<file path="config.mk">
export PLATFORM = sky130hd
export DESIGN_NAME = bph_mix_unit
export DESIGN_NICKNAME = d
export VERILOG_FILES = /design/src/hw/rtl/blake2b_personalized_hash_core_assert.svh /design/src/hw/rtl/bph_pkg.sv /design/src/hw/rtl/bph_mix_unit.sv
export SDC_FILE = /design/constraint.sdc
export NUM_CORES = 1
export LEC_CHECK = 0
export BUFFER_PORTS_ARGS = -buffer_cell sky130_fd_sc_hd__buf_2
export CORE_AREA = 4 4 222 224
export DETAILED_ROUTE_END_ITERATION = 8
export DIE_AREA = 0 0 226 228
export GPL_ROUTABILITY_DRIVEN = 0
export PLACE_DENSITY = 0.52
export SYNTH_ARGS = -nofsm -noshare
export SYNTH_HDL_FRONTEND = slang
export SYNTH_SLANG_ARGS = --single-unit
</file>
<file path="constraint.sdc">
create_clock -name vclk -period 7.4
set_clock_uncertainty 0.2 [all_clocks]
set_input_delay 0.74 -clock vclk [all_inputs]
set_output_delay 0.74 -clock vclk [all_outputs]
set_load 0.03 [all_outputs]
</file>
<file path="src/hw/rtl/blake2b_personalized_hash_core_assert.svh">
// assertion macros for the personalized hash core
`ifndef BLAKE2B_PERSONALIZED_HASH_CORE_ASSERT_SVH
`define BLAKE2B_PERSONALIZED_HASH_CORE_ASSERT_SVH

// implication checked on every clock edge outside reset
`define BPH_ASSERT_IMP(label, ante, cons) \
  label: assert property (@(posedge clk_i) disable iff (!rst_ni) (ante) |-> (cons)) \
    else $error("assertion failed");

// next-cycle implication
`define BPH_ASSERT_NEXT(label, ante, cons) \
  label: assert property (@(posedge clk_i) disable iff (!rst_ni) (ante) |=> (cons)) \
    else $error("assertion failed");

`endif

</file>
<file path="src/hw/rtl/bph_pkg.sv">
// shared constants, tables and mixing function for the personalized hash core
package bph_pkg;

  localparam int unsigned Rounds = 12;

  typedef logic [63:0] word_t;

  typedef enum logic [2:0] {
    CFG_HASH_LEN = 3'd0,
    CFG_OUT_LEN  = 3'd1,
    CFG_N_PARAM  = 3'd2,
    CFG_K_PARAM  = 3'd3,
    CFG_PERSONAL = 3'd4
  } cfg_idx_e;

  localparam logic [63:0] ParamBase = 64'h0000_0000_0101_0000;

  function automatic word_t iv_word(input logic [2:0] i);
    word_t w;
    case (i)
      3'd0: w = 64'h6a09e667f3bcc908;
      3'd1: w = 64'hbb67ae8584caa73b;
      3'd2: w = 64'h3c6ef372fe94f82b;
      3'd3: w = 64'ha54ff53a5f1d36f1;
      3'd4: w = 64'h510e527fade682d1;
      3'd5: w = 64'h9b05688c2b3e6c1f;
      3'd6: w = 64'h1f83d9abfb41bd6b;
      default: w = 64'h5be0cd19137e2179;
    endcase
    return w;
  endfunction

  // chain word after a reload: parameter word, personalization and proof parameters
  function automatic word_t chain_word(input logic [2:0] i, input logic [6:0] hl,
                                       input logic [63:0] pers, input logic [31:0] k,
                                       input logic [31:0] n);
    word_t w;
    w = iv_word(i);
    case (i)
      3'd0: w = w ^ ParamBase ^ {57'd0, hl};
      3'd6: w = w ^ pers;
      3'd7: w = w ^ {k, n};
      default: ;
    endcase
    return w;
  endfunction

  // message schedule, row = round mod 10, col = position 0..15
  function automatic logic [3:0] sigma(input logic [3:0] row, input logic [3:0] col);
    logic [63:0] r;
    case (row)
      4'd0: r = 64'hfedcba9876543210;
      4'd1: r = 64'h357b20c16df984ae;
      4'd2: r = 64'h491763eadf250c8b;
      4'd3: r = 64'h8f04a562ebcd1397;
      4'd4: r = 64'hd386cb1efa427509;
      4'd5: r = 64'h91ef57d438b0a6c2;
      4'd6: r = 64'hb8293670a4def15c;
      4'd7: r = 64'ha2684f05931ce7bd;
      4'd8: r = 64'h5a417d2c803b9ef6;
      default: r = 64'h0dc3e9bf5167482a;
    endcase
    return r[col*4 +: 4];
  endfunction

  typedef struct packed {
    word_t a;
    word_t b;
    word_t c;
    word_t d;
  } quad_t;

  // one half of a mix step: (32,24) or (16,63) rotations
  function automatic quad_t half_mix(input quad_t q, input word_t m, input logic second);
    quad_t o;
    word_t t;
    o.a = q.a + q.b + m;
    t = q.d ^ o.a;
    o.d = second ? {t[15:0], t[63:16]} : {t[31:0], t[63:32]};
    o.c = q.c + o.d;
    t = q.b ^ o.c;
    o.b = second ? {t[62:0], t[63]} : {t[23:0], t[63:24]};
    return o;
  endfunction

endpackage

</file>
<file path="src/hw/rtl/bph_mix_unit.sv">
// combinational half mix step over four working words
module bph_mix_unit (
  input  logic            second_i,
  input  bph_pkg::quad_t  q_i,
  input  bph_pkg::word_t  m_i,
  output bph_pkg::quad_t  q_o
);
  assign q_o = bph_pkg::half_mix(q_i, m_i, second_i);
endmodule

</file>
# ---- Word level (Yosys, flattened, before mapping)
# Cells that the tools add are included.
dict set report totals {
  ff_bits 0
  inputBits 321
  out_inout_bits 256
}
dict set report classes {
  add_sub_neg 3
  n_mux 2
  bitwise_logic 2
}
# cell n
set op_table {}
lappend op_table {{adder 64 bit} 3}
lappend op_table {{two-way mux 64 bit} 2}
lappend op_table {{XOR 64 bit} 2}

# ---- Longest topological paths before layout
dict set report depth {
  word_depth 7
  mapped_depth 30
  ltp_nobuf 29
}

# ---- Least setup slack after synthesis
# Ideal clock, no wire load.
dict set report synth_path {
  kind {input -> output}
  start {input port q_i[129] (netlist name)}
  end {output port q_o[164] (netlist name)}
  arrival_time_ps 7940
  t_required_ps 6460
  path_slack_ps -1480
  cell_stages 30
  cell_sequence {inv_1 -> fa_1 -> inv_1 -> ha_1 -> inv_1 -> fa_1 -> nand2b_1 -> a21oi_1 -> a41oi_1 -> a31oi_1 -> o21ai_1 -> nand3b_1 -> a21oi_1 -> o21ai_0 -> xor2_1 -> xnor2_1 -> mux2i_1 -> ha_1 -> clkbuf_1 -> a21oi_1 -> nand2_1 -> a2111oi_0 -> o21bai_1 -> o21bai_2 -> a211oi_1 -> o21a_1 -> o21ai_1 -> xor2_1 -> xnor2_1 -> mux2i_1}
}
# item line
set synth_lines {}
lappend synth_lines {{start: declaration} bph_mix_unit.sv:4} ;# input bph_pkg::quad_t q_i,
lappend synth_lines {{end: declaration} bph_mix_unit.sv:6} ;# output bph_pkg::quad_t q_o

==> flow_summary.ini <==
[global_routing]
grt_overflow = 0
antenna_found_initial = 11
grt_max_degree = 58
track_usage = 0.318
grt_pass1_vias = 19200
grt_pass1_wl_mm = 124

[synth]
synthXorXnorAreaFrac = 0.205
yosys-top-cells-count = 207 x a21oi_1, 156 x xnor2_1, 153 x nor2_1, 125 x ha_1, 112 x nand2_1
netlist_area_sq_um = 11500
yosys.area_share.adder = 0.250
synth_warnings = 0
synth_area_leaders = ha_1 14%, xnor2_1 12%, fa_1 11%
synth_most_common_cell = a21oi_1
synth_top_family_by_area = compound AO/OA/AOI/OAI gates
synth-simple-area-share = 0.168
synth_top_cell_by_area = ha_1
syn-instance-count = 1554
synth_fp_nets = 2065
synthMuxAreaShare = 0.0432
synth.avg_cell_area_sq_um = 7.37
ys_types = 83
synth_compound_area_frac = 0.292
seq_area_frac_synth = 0
synth_top_area_frac = 0.136

[floorplan]
io_pins = 577
rows = 80
coreArea_sq_um = 47300
die_y_microns = 228
initial_core_util = 0.242
dieArea_sq_um = 51500
fp.dieW_microns = 226

[route]
num_vias = 18200
detail_route.wl_per_cell_microns = 24.5
vias_per_cell = 5.11
first_iter_violations = 1103
drt-total-wl_mm = 87.1
drc = 0
firstDrtPassIters = 7
ant_nets = 0

[sta]
worst_slack_ps = -778
max_slew_margin = 0.315
maxSlewViolCount = 0
fmax_mhz = 122
layout_min_cycle_time_ps = 8180
fin_setup_tns_ps = -50610
tightest_slew_ps = 1030
rsz0062_at_grt = true
fin_crit_sh = 1.11
setup_violations = 98
hold_violations = 0

[worst_setup_path]
startpoint = q_i[156]
endpoint = q_o[165]
path_class = in2out
critPathRequiredTime_ps = 6460
crit_fanout = 6
startpoint_type = primary input
cp-end-kind = primary output
arrival_ps = 7240

[place]
dp_hpwl_mm = 76.2
port_buffers = 577

[finish]
seq_cells = 0
area_delta_synth_final_pct = 133
seq_area_sq_um = 0
drive_above_1_share = 0.662
layout.nets = 3452
num-clock-buffers = 0

[job]
maxCapViolCount = 0

[clocking]
ctsHoldBuffers = 0

[status]
status = complete, but fails checks
failed_checks = negative setup slack

[hold_path]
hold_class = in2out
-- what timing repair did --
action                                  in CTS  in global routing
endpoints found under the setup margin     117                115
setup buffers                              104                 49
resized for setup                          556                145
pin swaps                                  183                107
-- worst max-delay path: stages --
cell and delay [ps]:
buf_2 120, fa_1 520, ha_4 290, and4_2 290, nand4_1 190, nor3_2 290, o2bb2ai_4 210, o21ai_4 150
a2111oi_4 360, o21ai_2 130, o41a_1 460, o31a_1 390, xnor2_2 150, buf_4 160, a21oi_4 190, ha_4 260
a21o_1 230, a2111o_1 360, nand3_2 100, a211o_1 190, o2111ai_4 190, a31oi_4 260, o211ai_1 120, buf_4 170
xor3_2 290, nor2_2 50, a21oi_2 170, buf_6 150
-- routing by layer --
metal | global-route usage | part of all wire | vias to the layer above
met2 | 0.532 | 0.46 | 854
met1 | 0.400 | 0.40 | 8747
met5 | 0 | 0.00078 | -
met4 | 0.160 | 0.070 | 12
met3 | 0.0429 | 0.069 | 244
li1 | - | - | 8333
-- final cells by class --
cell class                      count  area, sq um
Antenna cell                        4         10.0
Multi-Input combinational cell   1432        15000
Timing Repair Buffer             1460        10700
Fill cell                        4243        20600
Tap cell                          615          769
Inverter                           47          193
-- placed cells by master, fill, tap and decap left out, types with 10 or more instances in the layout --
cell type / n
xnor2_1: 70
o21ai_2: 30
nand2b_1: 12
ha_1: 88
o21ai_0: 29
mux2i_4: 32
o21a_1: 14
a211oi_1: 10
ha_4: 33
nor2_2: 12
buf_4: 781
nand3_1: 22
xor2_4: 17
buf_2: 462
fa_1: 62
a21oi_4: 44
a21oi_1: 118
o21bai_1: 24
inv_1: 39
xnor2_4: 26
a21oi_2: 46
xnor2_2: 62
xor2_1: 58
nor2_1: 125
buf_12: 13
nand4_1: 31
o21ai_1: 17
xor2_2: 20
nand2_1: 97
nor2_4: 16
nor3_1: 13
a21o_1: 74
buf_6: 201
-- how the worst min path moves through the flow --
stage                     slack, ps  startpoint        to  depth (start not counted)
after floorplan                1500    q_i[171]  q_o[172]                          2
after global placement         1760    q_i[192]  q_o[192]                          3
after detailed placement       1780    q_i[192]  q_o[192]                          3
after CTS                      1780    q_i[192]  q_o[192]                          3
after global routing           1810    q_i[192]  q_o[192]                          3
final                          1780    q_i[192]  q_o[192]                          3
-- logic make-up (layout without fill, tap and decap cells) --
| kind of cell | count (synthesis) | in the layout |
|---|---|---|
| buffers and inverters | 122 | 1507 |
| adder cells (fa/ha/maj) | 190 | 190 |
| AND/OR/NAND/NOR | 415 | 415 |
| XOR/XNOR | 258 | 258 |
| other | 0 | 4 |
| AO/OA/AOI/OAI | 520 | 520 |
| multiplexers | 49 | 49 |
-- through the flow --
| step | std cells | util | setup slack, ps | hold WS [ps] | area, sq um |
|---|---|---|---|---|---|
| 5_1_grt | 3557 | 0.564 | -938 | 1810 | 26700 |
| 6_report | 3558 | 0.564 | -778 | 1780 | 26700 |
| 3_3_place_gp | 3449 | 0.482 | -1310 | 1760 | 22800 |
| 3_5_place_dp | 3449 | 0.482 | -1340 | 1780 | 22800 |
| 4_1_cts | 3529 | 0.547 | -700 | 1780 | 25900 |
| 2_1_floorplan | 1554 | - | -465 | 1500 | 13500 |
Power is left out: the tool's default activity adds up to more than one toggle a clock period on the data nets, which glitch-free logic cannot reach.
